[src/rtl/core/wh2d_pkg.sv]
// Package for the two-axis weighted histogram: sizes, request and result
// types, register codes, and the saturating adders.
// Depends on nothing; every module of the block imports it.
package wh2d_pkg;

    // Sizes of the histogram.
    localparam int MAX_BINS_X  = 64;
    localparam int MAX_BINS_Y  = 64;
    localparam int WEIGHT_BITS = 48;
    localparam int NBINS       = MAX_BINS_X * MAX_BINS_Y;

    // Field widths.
    localparam int COORD_W   = 16;
    localparam int SCALE_W   = 16;
    localparam int BUCKET_W  = 7;
    localparam int VALUE_W   = 16;
    localparam int SECOND_W  = 56;
    localparam int COUNT_W   = 32;
    localparam int FRAC_W    = 16;
    localparam int PROD_W    = COORD_W + SCALE_W;
    localparam int AXIS_W    = PROD_W - FRAC_W;
    localparam int IDX_X_W   = $clog2(MAX_BINS_X);
    localparam int IDX_Y_W   = $clog2(MAX_BINS_Y);
    localparam int LIN_W     = $clog2(NBINS);
    localparam int INDEX_W   = 12;
    localparam int CONTRIB_W = 2 * VALUE_W;
    localparam int MODE_W    = 2;

    // Configuration port.
    localparam int CFG_IDX_W  = 3;
    localparam int CFG_DATA_W = 16;

    typedef enum logic [CFG_IDX_W-1:0] {
        CFG_MIN_X        = 3'd0,
        CFG_SCALE_X      = 3'd1,
        CFG_BUCKETS_X    = 3'd2,
        CFG_MIN_Y        = 3'd3,
        CFG_SCALE_Y      = 3'd4,
        CFG_BUCKETS_Y    = 3'd5,
        CFG_ERROR_MODE   = 3'd6,
        CFG_COUNT_ENABLE = 3'd7
    } cfg_index_t;

    typedef enum logic [MODE_W-1:0] {
        MODE_NONE     = 2'd0,
        MODE_SQUARE   = 2'd1,
        MODE_VARIANCE = 2'd2
    } err_mode_t;

    // Operation codes carried in a request.
    localparam logic OP_FILL = 1'b0;
    localparam logic OP_READ = 1'b1;

    typedef struct packed {
        logic [COORD_W-1:0]  min_x;
        logic [SCALE_W-1:0]  scale_x;
        logic [BUCKET_W-1:0] buckets_x;
        logic [COORD_W-1:0]  min_y;
        logic [SCALE_W-1:0]  scale_y;
        logic [BUCKET_W-1:0] buckets_y;
        logic [MODE_W-1:0]   error_mode;
        logic                count_enable;
    } cfg_t;

    typedef struct packed {
        logic                      op;
        logic [COORD_W-1:0]        coord_x;
        logic [COORD_W-1:0]        coord_y;
        logic signed [VALUE_W-1:0] sample_value;
        logic [VALUE_W-1:0]        sample_variance;
    } req_t;

    typedef struct packed {
        logic                          accepted;
        logic [INDEX_W-1:0]            bin_index;
        logic signed [WEIGHT_BITS-1:0] bin_weight;
        logic [SECOND_W-1:0]           bin_second;
        logic [COUNT_W-1:0]            bin_count;
        logic signed [WEIGHT_BITS-1:0] total_weight;
        logic [SECOND_W-1:0]           total_second;
    } res_t;

    // One bin as held in the bin memory.
    typedef struct packed {
        logic signed [WEIGHT_BITS-1:0] weight;
        logic [SECOND_W-1:0]           second;
        logic [COUNT_W-1:0]            count;
    } bin_t;

    // Commands from the controller to the datapath.
    typedef struct packed {
        logic clear;
        logic load;
        logic mul;
        logic addr;
        logic upd;
    } dp_cmd_t;

    // Status from the datapath to the controller.
    typedef struct packed {
        logic clear_last;
    } dp_stat_t;

    // Signed add of a sample value, clamped to the weight range.
    function automatic logic signed [WEIGHT_BITS-1:0] wadd(
        input logic signed [WEIGHT_BITS-1:0] a,
        input logic signed [VALUE_W-1:0]     v
    );
        logic signed [WEIGHT_BITS:0] s;
        s = $signed({a[WEIGHT_BITS-1], a}) + (WEIGHT_BITS + 1)'(v);
        if (s[WEIGHT_BITS] != s[WEIGHT_BITS-1]) begin
            wadd = s[WEIGHT_BITS] ? {1'b1, {(WEIGHT_BITS - 1){1'b0}}}
                                  : {1'b0, {(WEIGHT_BITS - 1){1'b1}}};
        end
        else begin
            wadd = s[WEIGHT_BITS-1:0];
        end
    endfunction

    // Unsigned add into a second moment, clamped to all ones.
    function automatic logic [SECOND_W-1:0] sadd(
        input logic [SECOND_W-1:0]  a,
        input logic [CONTRIB_W-1:0] v
    );
        logic [SECOND_W:0] s;
        s = {1'b0, a} + (SECOND_W + 1)'(v);
        sadd = s[SECOND_W] ? {SECOND_W{1'b1}} : s[SECOND_W-1:0];
    endfunction

endpackage

[src/rtl/core/wh2d_cfg.sv]
// Configuration register file of the histogram: eight registers written
// through a plain write port, with their reset values.
// Depends on wh2d_pkg.
module wh2d_cfg (
    input  logic                             clk,
    input  logic                             rst_n,
    input  logic                             cfg_we,
    input  logic [wh2d_pkg::CFG_IDX_W-1:0]   cfg_index,
    input  logic [wh2d_pkg::CFG_DATA_W-1:0]  cfg_data,
    output wh2d_pkg::cfg_t                   cfg
);
    import wh2d_pkg::*;

    cfg_t cfg_reg;

    always_ff @(posedge clk or negedge rst_n) begin
        if (!rst_n) begin
            cfg_reg.min_x        <= '0;
            cfg_reg.scale_x      <= SCALE_W'(1024);
            cfg_reg.buckets_x    <= BUCKET_W'(64);
            cfg_reg.min_y        <= '0;
            cfg_reg.scale_y      <= SCALE_W'(1024);
            cfg_reg.buckets_y    <= BUCKET_W'(64);
            cfg_reg.error_mode   <= MODE_NONE;
            cfg_reg.count_enable <= 1'b1;
        end
        else if (cfg_we) begin
            unique case (cfg_index_t'(cfg_index))
                CFG_MIN_X:        cfg_reg.min_x        <= cfg_data[COORD_W-1:0];
                CFG_SCALE_X:      cfg_reg.scale_x      <= cfg_data[SCALE_W-1:0];
                CFG_BUCKETS_X:    cfg_reg.buckets_x    <= cfg_data[BUCKET_W-1:0];
                CFG_MIN_Y:        cfg_reg.min_y        <= cfg_data[COORD_W-1:0];
                CFG_SCALE_Y:      cfg_reg.scale_y      <= cfg_data[SCALE_W-1:0];
                CFG_BUCKETS_Y:    cfg_reg.buckets_y    <= cfg_data[BUCKET_W-1:0];
                CFG_ERROR_MODE:   cfg_reg.error_mode   <= cfg_data[MODE_W-1:0];
                CFG_COUNT_ENABLE: cfg_reg.count_enable <= cfg_data[0];
                default:          cfg_reg              <= cfg_reg;
            endcase
        end
    end

    assign cfg = cfg_reg;

endmodule

[config.mk]
export PLATFORM = sky130hd
export DESIGN_NAME = wh2d_cfg
export DESIGN_NICKNAME = d
export VERILOG_FILES = /design/src/rtl/core/wh2d_pkg.sv /design/src/rtl/core/wh2d_cfg.sv
export SDC_FILE = /design/constraint.sdc
export NUM_CORES = 1
export LEC_CHECK = 0
export BUFFER_PORTS_ARGS = -buffer_cell sky130_fd_sc_hd__buf_4
export CAP_MARGIN = 20
export CORE_ASPECT_RATIO = 1.4
export CORE_MARGIN = 5
export CORE_UTILIZATION = 30
export DETAILED_ROUTE_END_ITERATION = 10
export MAX_ROUTING_LAYER = met4
export PLACE_DENSITY = 0.62
export SLEW_MARGIN = 20
export SYNTH_ARGS = -nofsm -noshare
export SYNTH_HDL_FRONTEND = slang
export SYNTH_SLANG_ARGS = --single-unit
[constraint.sdc]
create_clock -name clk -period 1.01 [get_ports clk]
set_clock_uncertainty 0.2 [all_clocks]
set_input_delay 0.1515 -clock clk [delete_from_list [all_inputs] [get_ports clk]]
set_output_delay 0.1515 -clock clk [all_outputs]
set_load 0.005 [all_outputs]
==> flow_summary.json <==
{
  "synth_area_um2": 3180,
  "use_met1": 0.170,
  "cts-root-buf": "clkbuf_16",
  "grt_use_met2": 0.227,
  "slowest_stage": "dfstp_2",
  "r2r-start": "cfg[25]$_DFFE_PN0P_",
  "slew_headroom": 0.827,
  "crit_path_max_incr_delay_ns": 0.54,
  "timing.hold.ws_ns": -0.117,
  "hold_violations": 81,
  "p_clk_frac": 0.276,
  "hold_start": "cfg_data[10]",
  "hold_buffers": 1,
  "wirelength_mm": 9.01,
  "dieArea_um2": 12800,
  "drv_cap": 0,
  "cts_max_level": 3,
  "vias_per_cell": 4.45,
  "syn_nets": 203,
  "ff2ff_path_depth": 2,
  "p_seq_frac": 0.398,
  "core-area_um2": 10300,
  "largest_register_ffs": 81,
  "rsz0062_at_grt": "yes",
  "grt-ovfl-total": 0,
  "vias": 2229,
  "io_buffers": 102,
  "synth_area_leader_cell": "dfrtp_1",
  "tightest_slew_ns": 0.259,
  "start_util": 0.307,
  "synth_cells": 181,
  "cts.path.max_buffers": 2,
  "synth_top_area_share": 0.599,
  "drive_above_1_share": 0.777,
  "fmax_mhz": 760,
  "grt_max_degree": 32,
  "cts_made_buffers": 9,
  "post_drt_wl_per_cell_um": 18.0,
  "worstPathRequired_ns": 0.66,
  "seq_area_frac_synth": 0.640,
  "switching_power_uw": 2760,
  "syn2layout_area_growth_pct": 78.5,
  "path_clk_slew_ns": 0.06,
  "pwr-share-comb": 0.326,
  "grt_pass1_vias": 2497,
  "clock_latency_ns": 0.32,
  "worst-path-stages": 1,
  "fillers": 850,
  "status": "complete, but fails checks",
  "post-route-min-period_ns": 1.32,
  "drtIter0Drc": 43,
  "num-nets-final": 380,
  "fp-row-count": 44,
  "ys_ff_latch": 81,
  "clock-sinks": 81,
  "power-per-cell-area_nw_per_um2": 2020,
  "place.gp.congestion": 0.741,
  "critical_path.top_delay_family": "flip-flops",
  "met3_usage": 0.0397,
  "cp-start-kind": "flip-flop",
  "die_w_um": 97.0,
  "hp-class": "in -> reg",
  "critical_path.max_fanout": 2,
  "die_y_um": 132,
  "ant_nets": 0,
  "dp_hpwl_mm": 5.59,
  "power.internal_uw": 8700,
  "grt_pass1_wl_mm": 13.7,
  "io_pins": 103,
  "violations": "negative hold slack, negative setup slack",
  "p_sw_frac": 0.241,
  "period_share": 1.30,
  "post-place-ws_ns": -0.552,
  "slew_violations": 0,
  "synth_area_leaders": "dfrtp_1 60%, mux2_2 25%, mux2_4 4.7%",
  "tritoncts": "yes",
  "gr-usage-all-layers": 0.141,
  "yosys_warnings": 0,
  "setup_ws_ns": -0.305,
  "hold_depth": 2,
  "crit_start": "cfg[0]$_DFFE_PN1P_",
  "crit_buf_inv": 1,
  "critPathKind": "reg -> out",
  "path_cells": "buf_6",
  "busiest_layer": "met2",
  "finalSetupViolCount": 162,
  "first_pass_iters": 4,
  "worst_ir_drop_vdd_mv": 1.04,
  "synth.distinct_cells": 13,
  "route.detailed.drc": 0,
  "leakagePower_uw": 0.00277,
  "synth.avg_cell_area_um2": 17.6,
  "setup.worst_path.end_class": "primary output",
  "grt_antenna_before_repair": 0,
  "arrival_ns": 0.96,
  "n_antenna_cell": 0
}
## through the flow
step	total power, µW	instances	instance area [µm²]	setup TNS, ns	util
5_1_grt	12000	501	5670	-33.06	0.548
2_1_floorplan	5440	181	3360	-28.81	-
4_1_cts	11400	484	5500	-29.97	0.532
6_report	11500	501	5670	-28.96	0.548
3_5_place_dp	7010	426	4410	-37.75	0.426
3_3_place_gp	6950	426	4410	-36.41	0.426
## layout by cell type (no fill, tap or decap), drive strengths merged
cell type      n
buf          174
bufinv         1
clkbuf        12
clkinv         3
clkinvlp       2
dfrtp         76
dfstp          5
dlygate4sd3    1
mux2          81
nand4          1
nand4b         3
nor4b          1
nor4bb         3
## logic make-up after synthesis
family	synth area share
muxes	0.299
DFF	0.640
buffers and inverters	0.0291
and+or+nand+nor	0.0319
## worst paths after layout
path / end / slack, ns
hold / removal: cfg[59]$_DFFE_PN1P_ / -0.12
setup / recovery: cfg[0] / -0.31
hold reg to reg: cfg[33]$_DFFE_PN0P_ / 0.33
min in group asynchronous: cfg[40]$_DFFE_PN0P_ / 0
setup reg to reg: cfg[25]$_DFFE_PN0P_ / -0.11
max in group asynchronous: cfg[0]$_DFFE_PN1P_ / 0.12
## routing by layer
layer | vias to the layer above | routed length, µm
li1 | 1001 | -
met1 | 1150 | 3940
met2 | 71 | 4560
met3 | 7 | 436
met4 | 0 | 84
met5 | - | 0
## synthesized netlist by cell type
| cell type | number |
|---|---|
| nor4b_4 | 1 |
| nand4_1 | 1 |
| nor4bb_1 | 3 |
| mux2_4 | 10 |
| buf_2 | 5 |
| dfstp_2 | 5 |
| nand4b_4 | 1 |
| buf_6 | 4 |
| mux2_2 | 71 |
| buf_8 | 1 |
| nand4b_1 | 2 |
| buf_4 | 1 |
| dfrtp_1 | 76 |
## layout make-up
| type | count | area, µm² | area share |
|---|---|---|---|
| flip-flops and latches | 81 | 2030 | 0.358 |
| clock inverters | 6 | 60.1 | 0.0106 |
| multi-input cells | 89 | 1320 | 0.233 |
| well taps | 138 | 173 | 0.0304 |
| clock buffers | 10 | 229 | 0.0404 |
| repair buffers | 177 | 1860 | 0.327 |
## power by group through the flow
| stage | clock network (µW) | logic (µW) | registers, µW |
|---|---|---|---|
| detailed placement | 0 | 2520 | 4480 |
| floorplan | 0 | 974 | 4460 |
| CTS | 3260 | 3550 | 4540 |
| global placement | 0 | 2490 | 4460 |
| finish | 3170 | 3730 | 4560 |
| global route | 3420 | 3960 | 4640 |
## timing repair
action,in CTS,in global routing
gates cloned,2,1
resized for setup,113,18
pin swaps,3,4
hold endpoints to repair,162,81
buffers inserted,40,18
endpoints found under the setup margin,158,159
(Power assumes the default switching activity.)
