--- src/rtl/core/wh2d_pkg.sv ---
// Package for the two-axis weighted histogram: sizes, request and result
// types, register codes, and the saturating adders.
// Depends on nothing; every module of the block imports it.
package wh2d_pkg;

    // Sizes of the histogram.
    localparam int MAX_BINS_X  = 64;
    localparam int MAX_BINS_Y  = 64;
    localparam int WEIGHT_BITS = 48;
    localparam int NBINS       = MAX_BINS_X * MAX_BINS_Y;

    // Field widths.
    localparam int COORD_W   = 16;
    localparam int SCALE_W   = 16;
    localparam int BUCKET_W  = 7;
    localparam int VALUE_W   = 16;
    localparam int SECOND_W  = 56;
    localparam int COUNT_W   = 32;
    localparam int FRAC_W    = 16;
    localparam int PROD_W    = COORD_W + SCALE_W;
    localparam int AXIS_W    = PROD_W - FRAC_W;
    localparam int IDX_X_W   = $clog2(MAX_BINS_X);
    localparam int IDX_Y_W   = $clog2(MAX_BINS_Y);
    localparam int LIN_W     = $clog2(NBINS);
    localparam int INDEX_W   = 12;
    localparam int CONTRIB_W = 2 * VALUE_W;
    localparam int MODE_W    = 2;

    // Configuration port.
    localparam int CFG_IDX_W  = 3;
    localparam int CFG_DATA_W = 16;

    typedef enum logic [CFG_IDX_W-1:0] {
        CFG_MIN_X        = 3'd0,
        CFG_SCALE_X      = 3'd1,
        CFG_BUCKETS_X    = 3'd2,
        CFG_MIN_Y        = 3'd3,
        CFG_SCALE_Y      = 3'd4,
        CFG_BUCKETS_Y    = 3'd5,
        CFG_ERROR_MODE   = 3'd6,
        CFG_COUNT_ENABLE = 3'd7
    } cfg_index_t;

    typedef enum logic [MODE_W-1:0] {
        MODE_NONE     = 2'd0,
        MODE_SQUARE   = 2'd1,
        MODE_VARIANCE = 2'd2
    } err_mode_t;

    // Operation codes carried in a request.
    localparam logic OP_FILL = 1'b0;
    localparam logic OP_READ = 1'b1;

    typedef struct packed {
        logic [COORD_W-1:0]  min_x;
        logic [SCALE_W-1:0]  scale_x;
        logic [BUCKET_W-1:0] buckets_x;
        logic [COORD_W-1:0]  min_y;
        logic [SCALE_W-1:0]  scale_y;
        logic [BUCKET_W-1:0] buckets_y;
        logic [MODE_W-1:0]   error_mode;
        logic                count_enable;
    } cfg_t;

    typedef struct packed {
        logic                      op;
        logic [COORD_W-1:0]        coord_x;
        logic [COORD_W-1:0]        coord_y;
        logic signed [VALUE_W-1:0] sample_value;
        logic [VALUE_W-1:0]        sample_variance;
    } req_t;

    typedef struct packed {
        logic                          accepted;
        logic [INDEX_W-1:0]            bin_index;
        logic signed [WEIGHT_BITS-1:0] bin_weight;
        logic [SECOND_W-1:0]           bin_second;
        logic [COUNT_W-1:0]            bin_count;
        logic signed [WEIGHT_BITS-1:0] total_weight;
        logic [SECOND_W-1:0]           total_second;
    } res_t;

    // One bin as held in the bin memory.
    typedef struct packed {
        logic signed [WEIGHT_BITS-1:0] weight;
        logic [SECOND_W-1:0]           second;
        logic [COUNT_W-1:0]            count;
    } bin_t;

    // Commands from the controller to the datapath.
    typedef struct packed {
        logic clear;
        logic load;
        logic mul;
        logic addr;
        logic upd;
    } dp_cmd_t;

    // Status from the datapath to the controller.
    typedef struct packed {
        logic clear_last;
    } dp_stat_t;

    // Signed add of a sample value, clamped to the weight range.
    function automatic logic signed [WEIGHT_BITS-1:0] wadd(
        input logic signed [WEIGHT_BITS-1:0] a,
        input logic signed [VALUE_W-1:0]     v
    );
        logic signed [WEIGHT_BITS:0] s;
        s = $signed({a[WEIGHT_BITS-1], a}) + (WEIGHT_BITS + 1)'(v);
        if (s[WEIGHT_BITS] != s[WEIGHT_BITS-1]) begin
            wadd = s[WEIGHT_BITS] ? {1'b1, {(WEIGHT_BITS - 1){1'b0}}}
                                  : {1'b0, {(WEIGHT_BITS - 1){1'b1}}};
        end
        else begin
            wadd = s[WEIGHT_BITS-1:0];
        end
    endfunction

    // Unsigned add into a second moment, clamped to all ones.
    function automatic logic [SECOND_W-1:0] sadd(
        input logic [SECOND_W-1:0]  a,
        input logic [CONTRIB_W-1:0] v
    );
        logic [SECOND_W:0] s;
        s = {1'b0, a} + (SECOND_W + 1)'(v);
        sadd = s[SECOND_W] ? {SECOND_W{1'b1}} : s[SECOND_W-1:0];
    endfunction

endpackage

--- src/rtl/core/wh2d_ctrl.sv ---
// Controller of the histogram: sequences the clearing pass and the four
// steps of one request, and drives busy and the result strobe.
// Depends on wh2d_pkg.
module wh2d_ctrl (
    input  logic                clk,
    input  logic                rst_n,
    input  logic                start,
    output logic                busy,
    output logic                done,
    output wh2d_pkg::dp_cmd_t   cmd,
    input  wh2d_pkg::dp_stat_t  stat
);
    import wh2d_pkg::*;

    typedef enum logic [2:0] {
        ST_CLEAR,
        ST_IDLE,
        ST_MUL,
        ST_ADDR,
        ST_UPD
    } state_t;

    state_t state_reg;
    state_t state_next;
    logic   done_reg;

    always_comb begin
        state_next = state_reg;
        unique case (state_reg)
            ST_CLEAR: if (stat.clear_last) state_next = ST_IDLE;
            ST_IDLE:  if (start) state_next = ST_MUL;
            ST_MUL:   state_next = ST_ADDR;
            ST_ADDR:  state_next = ST_UPD;
            ST_UPD:   state_next = ST_IDLE;
            default:  state_next = ST_CLEAR;
        endcase
    end

    always_ff @(posedge clk or negedge rst_n) begin
        if (!rst_n) begin
            state_reg <= ST_CLEAR;
            done_reg  <= 1'b0;
        end
        else begin
            state_reg <= state_next;
            done_reg  <= (state_reg == ST_UPD);
        end
    end

    always_comb begin
        cmd.clear = (state_reg == ST_CLEAR);
        cmd.load  = (state_reg == ST_IDLE) && start;
        cmd.mul   = (state_reg == ST_MUL);
        cmd.addr  = (state_reg == ST_ADDR);
        cmd.upd   = (state_reg == ST_UPD);
    end

    assign busy = (state_reg != ST_IDLE);
    assign done = done_reg;

endmodule

--- config.mk ---
export PLATFORM = sky130hd
export DESIGN_NAME = wh2d_ctrl
export DESIGN_NICKNAME = d
export VERILOG_FILES = /design/src/rtl/core/wh2d_pkg.sv /design/src/rtl/core/wh2d_ctrl.sv
export SDC_FILE = /design/constraint.sdc
export NUM_CORES = 1
export LEC_CHECK = 0
export BUFFER_PORTS_ARGS = -buffer_cell sky130_fd_sc_hd__buf_2
export CAP_MARGIN = 0
export CORE_AREA = 2 2 39 41
export CTS_CLUSTER_SIZE = 20
export DETAILED_ROUTE_END_ITERATION = 7
export DIE_AREA = 0 0 41 43
export HOLD_SLACK_MARGIN = 0.12
export SETUP_SLACK_MARGIN = 0.3
export SYNTH_ARGS = -nofsm -noshare
export SYNTH_HDL_FRONTEND = slang
export SYNTH_SLANG_ARGS = --single-unit
--- constraint.sdc ---
create_clock -name clk -period 2.1 [get_ports clk]
set_input_delay 0 -clock clk [delete_from_list [all_inputs] [get_ports clk]]
set_output_delay 0 -clock clk [all_outputs]
set_load 0.05 [all_outputs]
==> flow_metrics.env, run 1 <==
export IMPL_worst_slew_pin_slew_ns=0.2513
export IMPL_status="complete, no violations"
export IMPL_worst_r2r_endpoint="state_reg[0]"
export IMPL_yosysWarnings=0
export IMPL_antenna_cells=0
export IMPL_relSlewSlack=0.8336
export IMPL_worstPathArrival_ns=1.88
export IMPL_period_minus_slack_ns=1.716
export IMPL_crit_type="register to register"
export IMPL_yosysTopAreaCellShare=0.5031
export IMPL_syn_area_um2=198.9
export IMPL_drc=0
export IMPL_syn_num_nets=25
export IMPL_drive_gt1_frac=0.3684
export IMPL_finalSetupViolations=0
export IMPL_yosysSeqAreaShare=0.5031
export IMPL_cp_num_buf_inv=1
export IMPL_syn2layout_area_growth_pct=67.30
export IMPL_reg2regPathDepth=3
export IMPL_grt_max_degree=10
export IMPL_ys_ff_latch=4
export IMPL_synthMuxAreaShare=0
export IMPL_htree_levels=1
export IMPL_cp_end_kind="register"
export IMPL_cp_depth=3
export IMPL_min_from="state_reg[2]"
export IMPL_die_h_um=43
export IMPL_grt_pass1_wl_um=869
export IMPL_cp_cell_sequence="or4b_1, nand3b_1, dlygate4sd3_1"
export IMPL_fin_util=0.2405
export IMPL_wire_per_inst_um=9.278
export IMPL_grt_setup_unrepaired="no"
export IMPL_nets=44
export IMPL_yosys_area_top_type="dfrtp_1"
export IMPL_postCtsSetupBuffers=0
export IMPL_rows=14
export IMPL_grt_pass1_vias=200
export IMPL_synth_compound_area_frac=0.05031
export IMPL_chipWidth_um=41
export IMPL_cts_path_max_buffers=2
export IMPL_synthAdderAreaFrac=0
export IMPL_yosys_cell_types_count=13
export IMPL_synthTopCellsByArea="dfrtp_1 (50%), nor2_1 (9.4%), nand3b_1 (7.5%)"
export IMPL_syn_inst=21
export IMPL_cts_buffers=3
export IMPL_clock_sinks=4
export IMPL_startpoint_type="register"
export IMPL_portBuffers=10
export IMPL_cts_resized=0
export IMPL_dr_pass1_iters=4
export IMPL_synthXorXnorAreaFrac=0
export IMPL_fmax_mhz=582.9
export IMPL_min_path_type="register to register"
export IMPL_final_period_utilization=0.8170
export IMPL_critPathMaxFanout=9
export IMPL_grt_use_total=0.08359
export IMPL_path_clk_slew_ns=0.04
export IMPL_max_cap_violations=0
export IMPL_crit_path_top_delay_cell="dlygate4sd3_1"
export IMPL_start_util=0.1438
export IMPL_startpoint="state_reg[2]"
export IMPL_cp_endpoint="state_reg[0]"
export IMPL_cts_tree="done"
export IMPL_drtIter0Drc=4
export IMPL_cts_hold_buf=5
export IMPL_gp_congestion=0.7711
export IMPL_hpwlAfterDp_um=374.4
export IMPL_pin_count=11
export IMPL_via_per_inst=3.796
export IMPL_cp_top_family="simple AND/OR/NAND/NOR gates"
export IMPL_synth_area_per_cell_um2=9.473
export IMPL_fin_skew_ns=0.002443
export IMPL_synth_top_family_by_area="simple AND/OR/NAND/NOR gates"
export IMPL_slowest_delay_ns=0.55
export IMPL_largest_register_ffs=3
export IMPL_num_vias=205
export IMPL_worstPathRequired_ns=2.27
export IMPL_core_area_um2=1384
export IMPL_grt_ovfl_total=0
export IMPL_maxSlewViolCount=0
export IMPL_insertion_delay_ns=0.23
export IMPL_routed_wl_um=501
export IMPL_synth_simple_area_share=0.3711
export IMPL_antenna_found_initial=0
export IMPL_hold_viol=0
export IMPL_rrSetupSlack_ns=0.38
export IMPL_antenna_left=0
export IMPL_die_area_um2=1763
export IMPL_whs_ns=0.5700
export IMPL_timing_rr_start="state_reg[2]"
export IMPL_final_setup_tns_ns=0
export IMPL_root_buffer="clkbuf_4"
[placed cells by master, fill, tap and decap left out, types with 2 or more instances in the layout]
master	synthesis	layout
buf_2	0	10
clkbuf_4	0	3
dfrtp_1	4	4
dlygate4sd3_1	0	5
nand3b_1	2	2
nor2_1	5	4
[cell usage after synthesis, drive strengths merged]
cell type	instances
o21ai	1
or3b	1
buf	1
nand3b	2
and2	1
nor3	1
or4b	1
dfrtp	4
a21oi	1
nand2	1
inv	1
nand2b	1
nor2	5
[metal layers]
| layer | global-route usage | part of all wire | routed length [µm] | vias to the layer above |
|---|---|---|---|---|
| li1 | - | - | - | 106 |
| met1 | 0.08442 | 0.43 | 216 | 89 |
| met2 | 0.1000 | 0.47 | 237 | 10 |
| met3 | 0.06806 | 0.096 | 48 | 0 |
| met4 | 0.08000 | 0 | 0 | 0 |
| met5 | 0 | 0 | 0 | - |
[worst min path at each step]
stage                         to  slack, ns  depth (start not counted)
floorplan                   done      -0.30                          0
global placement            done      -0.19                          1
detailed placement  state_reg[1]      -0.19                          1
CTS                 state_reg[2]       0.57                          1
global route        state_reg[2]       0.64                          1
finish              state_reg[2]       0.57                          1
[per-stage QoR]
stage | instances | setup WS [ns] | instance area, µm²
finish | 54 | 0.3844 | 332.8
global route | 54 | 0.3208 | 332.8
CTS | 54 | 0.4138 | 332.8
detailed placement | 46 | 0.9166 | 260.3
global placement | 46 | 0.9112 | 260.3
floorplan | 21 | 0.5224 | 201.4
[layout make-up]
type / instances / area (µm²)
fill: 162 / 1051
tap: 16 / 20.02
clock buffer: 3 / 22.52
timing repair buffer: 15 / 100.1
inverter: 1 / 3.754
multi-input combinational: 15 / 86.33
sequential: 4 / 100.1
[kinds of logic (layout without fill, tap and decap cells)]
family,Yosys count,in the layout
AND/OR/NAND/NOR,13,13
AO/OA/AOI/OAI,2,2
flip-flops,4,4
buffers and inverters,2,19
Power of run 1 is not shown: default switching activity piles up to over one toggle a cycle in this logic, so the estimate is an artifact.
==> run 2: changes to the inputs <==
--- a/config.mk
+++ b/config.mk
@@ -5,6 +5,7 @@
 export SDC_FILE = /design/constraint.sdc
 export NUM_CORES = 1
 export LEC_CHECK = 0
+export ABC_AREA = 1
 export BUFFER_PORTS_ARGS = -buffer_cell sky130_fd_sc_hd__buf_2
 export CAP_MARGIN = 0
 export CORE_AREA = 2 2 39 41
==> constraint.sdc (replaced) <==
create_clock -name clk -period 1.4 [get_ports clk]
set_input_delay 0 -clock clk [delete_from_list [all_inputs] [get_ports clk]]
set_output_delay 0 -clock clk [all_outputs]
set_load 0.05 [all_outputs]
==> run 2 against run 1 <==
Effect of this change:
- cell area grew 38%
- hold slack lost 0.41 ns
- synthesized area rose by 3.8%
- critical path depth rose by 1
- clock skew grew 0.0012 ns
- register-to-register slack worse by 0.02 ns
==> flow_metrics.env, run 2 <==
export IMPL_synthMuxAreaShare=0
export IMPL_cp_cell_sequence="inv_4, nand3_4, nor2_4, buf_6"
export IMPL_crit_path_top_delay_cell="dfrtp_2"
export IMPL_final_setup_tns_ns=0
export IMPL_dr_pass1_iters=4
export IMPL_die_h_um=43
export IMPL_root_buffer="clkbuf_4"
export IMPL_yosys_cell_types_count=11
export IMPL_final_period_utilization=0.7991
export IMPL_syn_inst=27
export IMPL_fin_util=0.3318
export IMPL_yosysTopAreaCellShare=0.4848
export IMPL_wire_per_inst_um=8.524
export IMPL_grt_pass1_vias=256
export IMPL_synthXorXnorAreaFrac=0
export IMPL_fill_cells=151
export IMPL_startpoint="state_reg[1]"
export IMPL_synth_top_family_by_area="simple AND/OR/NAND/NOR gates"
export IMPL_yosysSeqAreaShare=0.4848
export IMPL_chipWidth_um=41
export IMPL_synthArstFlopShare=1.000
export IMPL_yosysWarnings=0
export IMPL_startpoint_type="register"
export IMPL_synth_edff_count=0
export IMPL_hold_viol=0
export IMPL_synth_area_per_cell_um2=7.646
export IMPL_antenna_cells=0
export IMPL_synth_compound_area_frac=0.04848
export IMPL_cp_top_family="flip-flops"
export IMPL_finalSetupViolations=0
export IMPL_crit_type="register to output pin"
export IMPL_yosys_area_top_type="dfrtp_1"
export IMPL_slowest_delay_ns=0.46
export IMPL_largest_register_ffs=3
export IMPL_synthTopCellsByArea="dfrtp_1 (48%), nor3_1 (7.3%), inv_1 (7.3%)"
export IMPL_insertion_delay_ns=0.23
export IMPL_portBuffers=10
export IMPL_drtIter0Drc=3
export IMPL_worstPathArrival_ns=1.12
export IMPL_path_clk_slew_ns=0.03
export IMPL_critPathMaxFanout=4
export IMPL_cp_end_kind="output pin"
export IMPL_fmax_mhz=893.8
export IMPL_gp_congestion=0.7427
export IMPL_grt_max_degree=8
export IMPL_synth_simple_area_share=0.3394
export IMPL_core_area_um2=1384
export IMPL_syn_area_um2=206.4
export IMPL_timing_rr_start="state_reg[1]"
export IMPL_grt_use_total=0.07754
export IMPL_antenna_found_initial=0
export IMPL_antenna_left=0
export IMPL_min_from="start"
export IMPL_max_cap_violations=0
export IMPL_syn_num_nets=31
export IMPL_grt_setup_unrepaired="yes"
export IMPL_syn2layout_area_growth_pct=122.4
export IMPL_fin_skew_ns=0.003628
export IMPL_rows=14
export IMPL_worst_slew_pin_slew_ns=0.2477
export IMPL_ys_ff_latch=4
export IMPL_design_area_um2=459.2
export IMPL_htree_levels=1
export IMPL_pin_count=11
export IMPL_layout_common_cells="buf_4 (5), buf_6 (5), inv_1 (4), buf_2 (4)"
export IMPL_clock_sinks=4
export IMPL_status="complete, no violations"
export IMPL_cp_num_buf_inv=2
export IMPL_synthAdderAreaFrac=0
export IMPL_maxSlewViolCount=0
export IMPL_grt_ovfl_total=0
export IMPL_ys_flop_type="dfrtp_1"
export IMPL_routed_wl_um=537
export IMPL_num_vias=255
export IMPL_start_util=0.1492
export IMPL_hpwlAfterDp_um=384.6
export IMPL_die_area_um2=1763
export IMPL_nets=53
export IMPL_via_per_inst=4.048
export IMPL_relSlewSlack=0.8360
export IMPL_cts_tree="done"
export IMPL_synth_commonest_cells="dfrtp_1 (4), inv_1 (4), nor2_1 (4)"
export IMPL_period_minus_slack_ns=1.119
export IMPL_cts_buffers=3
export IMPL_drc=0
export IMPL_min_path_type="input pin to register"
export IMPL_cts_path_max_buffers=2
export IMPL_drive_gt1_frac=0.6383
export IMPL_placed_area_um2=314.1
export IMPL_worstPathRequired_ns=1.40
export IMPL_grt_pass1_wl_um=883
export IMPL_whs_ns=0.1556
run 2: cell count changes after synthesis, moves of 2 or more:
cell,change
nor3_1,+2
inv_2,+3
nand2_1,+2
o21ai_1,+2
inv_1,+3
run 2: cell families after synthesis:
| logic type | Yosys count |
|---|---|
| AO/OA/AOI/OAI | 2 |
| flip-flops | 4 |
| buffers and inverters | 7 |
| AND/OR/NAND/NOR | 14 |
run 2: cell type report:
class / count / area [µm²] / area share
timing repair buffer: 17 / 143.9 / 0.3134
multi-input combinational: 16 / 132.6 / 0.2888
tap: 16 / 20.02 / 0.04360
sequential: 4 / 103.9 / 0.2262
clock buffer: 3 / 22.52 / 0.04905
inverter: 7 / 36.28 / 0.07902
run 2: timing repair:
item,in CTS,in global routing
pin swaps,4,1
setup buffers,4,0
setup endpoints to repair,6,8
gates resized for setup,15,8
endpoints found under the hold margin,6,0
hold buffers,3,0
run 2: metrics by stage:
| stage | instances | worst slack (ns) |
|---|---|---|
| 2_1_floorplan | 27 | 0.2621 |
| 3_3_place_gp | 53 | 0.3743 |
| 3_5_place_dp | 53 | 0.3634 |
| 4_1_cts | 63 | 0.2686 |
| 5_1_grt | 63 | 0.2272 |
| 6_report | 63 | 0.2812 |
run 2: path summary, 6_finish.rpt:
| check | end | slack (ns) | cells after the start |
|---|---|---|---|
| max | cmd[3] | 0.28 | 4 |
| min | state_reg[0] | 0.16 | 4 |
| max reg2reg | state_reg[0] | 0.36 | 5 |
| min reg2reg | state_reg[2] | 0.52 | 1 |
| max in group asynchronous | state_reg[1] | 0.56 | 3 |
| min in group asynchronous | done | 0.66 | 3 |
run 2: worst register-to-register path, stage by stage, from the launching register on:
cell and delay [ns]:
dfrtp_2 0.46, nor2_4 0.13, nand2_1 0.07, buf_4 0.13, nor2_2 0.06, o21ai_1 0.06
run 2: routing by layer:
| layer | GRT usage | vias to the layer above | wire [µm] | share of wire |
|---|---|---|---|---|
| li1 | - | 129 | - | - |
| met1 | 0.08117 | 120 | 207 | 0.39 |
| met2 | 0.1063 | 6 | 307 | 0.57 |
| met3 | 0.04712 | 0 | 22 | 0.041 |
| met4 | 0.06000 | 0 | 0 | 0 |
| met5 | 0 | - | 0 | 0 |
Power of run 2 is left out for the same reason.
==> run 3: changes to the inputs <==
==> constraint.sdc (replaced) <==
create_clock -name clk -period 1 [get_ports clk]
set_input_delay 0 -clock clk [delete_from_list [all_inputs] [get_ports clk]]
set_output_delay 0 -clock clk [all_outputs]
set_load 0.05 [all_outputs]
==> run 3 against run 2 <==
Effect of this change:
- the run now ends with negative setup slack left
- core utilization increased by 4.4 points
- via count increased by 3.9%
- hold slack got worse by 0.12 ns
- global-route usage increased by 1.9 points
- clock skew increased by 0.00087 ns
- register-to-register slack got worse by 0.39 ns
- setup slack got worse by 0.44 ns
- cell count increased by 4.8%
- critical path type unchanged
- largest cell class unchanged
- highest routed layer unchanged
==> flow_metrics.env, run 3 (synthesis gave the netlist of run 2 again) <==
export IMPL_cts_hold_buf=1
export IMPL_violations="negative setup slack"
export IMPL_die_h_um=43
export IMPL_cp_num_buf_inv=3
export IMPL_cts_buffers=3
export IMPL_grt_max_degree=7
export IMPL_slowest_delay_ns=0.46
export IMPL_fmax_mhz=864.7
export IMPL_cp_top_family="flip-flops"
export IMPL_layout_commonest_cell="buf_6"
export IMPL_wire_per_inst_um=8.682
export IMPL_place_ws_ns=-0.04370
export IMPL_dr_pass1_iters=2
export IMPL_min_path_type="input pin to register"
export IMPL_worstPathArrival_ns=1.16
export IMPL_hold_viol=0
export IMPL_fin_skew_ns=0.004503
export IMPL_cp_endpoint="cmd[2]"
export IMPL_path_clk_slew_ns=0.04
export IMPL_root_buffer="clkbuf_4"
export IMPL_worst_slack_ns=-0.1564
export IMPL_largest_register_ffs=3
export IMPL_final_period_utilization=1.156
export IMPL_gp_congestion=0.7810
export IMPL_finalSetupViolations=7
export IMPL_reg2regPathDepth=6
export IMPL_status="finished, violations left"
export IMPL_layout_common_cells="buf_6 (8), buf_4 (6)"
export IMPL_routed_wl_um=573
export IMPL_start_util=0.1492
export IMPL_worst_slew_pin_slew_ns=0.1751
export IMPL_htree_levels=1
export IMPL_nets=55
export IMPL_cp_end_kind="output pin"
export IMPL_min_from="stat"
export IMPL_max_cap_violations=0
export IMPL_cp_cell_sequence="buf_6, nand3_4, clkinvlp_4, buf_8"
export IMPL_portBuffers=10
export IMPL_crit_type="register to output pin"
export IMPL_maxSlewViolCount=0
export IMPL_grt_ovfl_total=0
export IMPL_relSlewSlack=0.8833
export IMPL_cp_depth=4
export IMPL_startpoint="state_reg[1]"
export IMPL_drtIter0Drc=4
export IMPL_hpwlAfterDp_um=413.5
export IMPL_worst_r2r_endpoint="state_reg[1]"
export IMPL_syn2layout_area_growth_pct=152.1
export IMPL_ff_latch_area_um2=102.6
export IMPL_startpoint_type="register"
export IMPL_clock_sinks=4
export IMPL_worstPathRequired_ns=1.00
export IMPL_timing_rr_start="state_reg[1]"
export IMPL_via_per_inst=4.015
export IMPL_antenna_left=0
export IMPL_fin_util=0.3761
export IMPL_rrSetupSlack_ns=-0.03
export IMPL_die_area_um2=1763
export IMPL_drc=0
export IMPL_grt_pass1_vias=263
export IMPL_grt_pass1_wl_um=1062
export IMPL_antenna_cells=0
export IMPL_fill_cells=158
export IMPL_num_vias=265
export IMPL_drive_gt1_frac=0.7400
export IMPL_antenna_found_initial=0
export IMPL_rows=14
export IMPL_multi_input_area_um2=155.1
export IMPL_core_area_um2=1384
export IMPL_grt_use_total=0.09648
export IMPL_critPathMaxFanout=4
export IMPL_cts_path_max_buffers=2
export IMPL_pin_count=11
export IMPL_period_minus_slack_ns=1.156
export IMPL_grt_setup_unrepaired="yes"
export IMPL_cts_tree="done"
export IMPL_insertion_delay_ns=0.23
export IMPL_crit_path_top_delay_cell="dfrtp_2"
export IMPL_chipWidth_um=41
-- run 3: cell types whose count changed in the layout (fill, tap and decap cells not counted), moves of 2 or more --
cell | previous run | this run
buf_6 | 5 | 8
clkinvlp_4 | 0 | 2
dlygate4sd3_1 | 3 | 1
inv_1 | 4 | 2
-- run 3: metrics by stage --
step	TNS [ns]	hold slack [ns]	cells	area, µm²
after detailed placement	-0.07692	-0.1900	57	357.8
final	-0.8141	0.03577	66	520.5
after global placement	-0.05498	-0.1919	57	357.8
after CTS	-0.8697	0.03840	64	488.0
after global routing	-1.289	0.04919	66	520.5
after floorplan	-0.2800	-0.2956	27	257.7
-- run 3: cell type report --
cell class                      count  area share
Inverter                            7     0.07933
Tap cell                           16     0.03846
Multi-Input combinational cell     16      0.2981
Timing Repair Buffer               19      0.3365
Sequential cell                     4      0.1971
Clock buffer                        4     0.05048
-- run 3: repair_timing --
action                                  CTS  global route
endpoints found under the setup margin   11            11
pin swaps                                 6             3
gates resized for setup                  24             4
endpoints found under the hold margin     6             3
setup buffers                             2             2
-- run 3: layer usage --
metal	GRT usage	vias up	share of wire
li1	-	132	-
met1	0.1065	125	0.36
met2	0.1313	8	0.56
met3	0.06283	0	0.072
met4	0.06000	0	0
met5	0	-	0
-- run 3: worst min-delay path by stage --
| stage | to | slack [ns] | cells after the start |
|---|---|---|---|
| floorplan | done | -0.30 | 0 |
| global placement | state_reg[1] | -0.19 | 1 |
| detailed placement | state_reg[1] | -0.19 | 1 |
| CTS | state_reg[0] | 0.04 | 3 |
| global route | state_reg[0] | 0.05 | 3 |
| finish | state_reg[0] | 0.04 | 3 |
-- run 3: worst min-delay path: stages --
cell and delay (ns):
buf_2 0.08, nor2_1 0.04, o21ai_1 0.11
Power of run 3 is left out for the same reason.
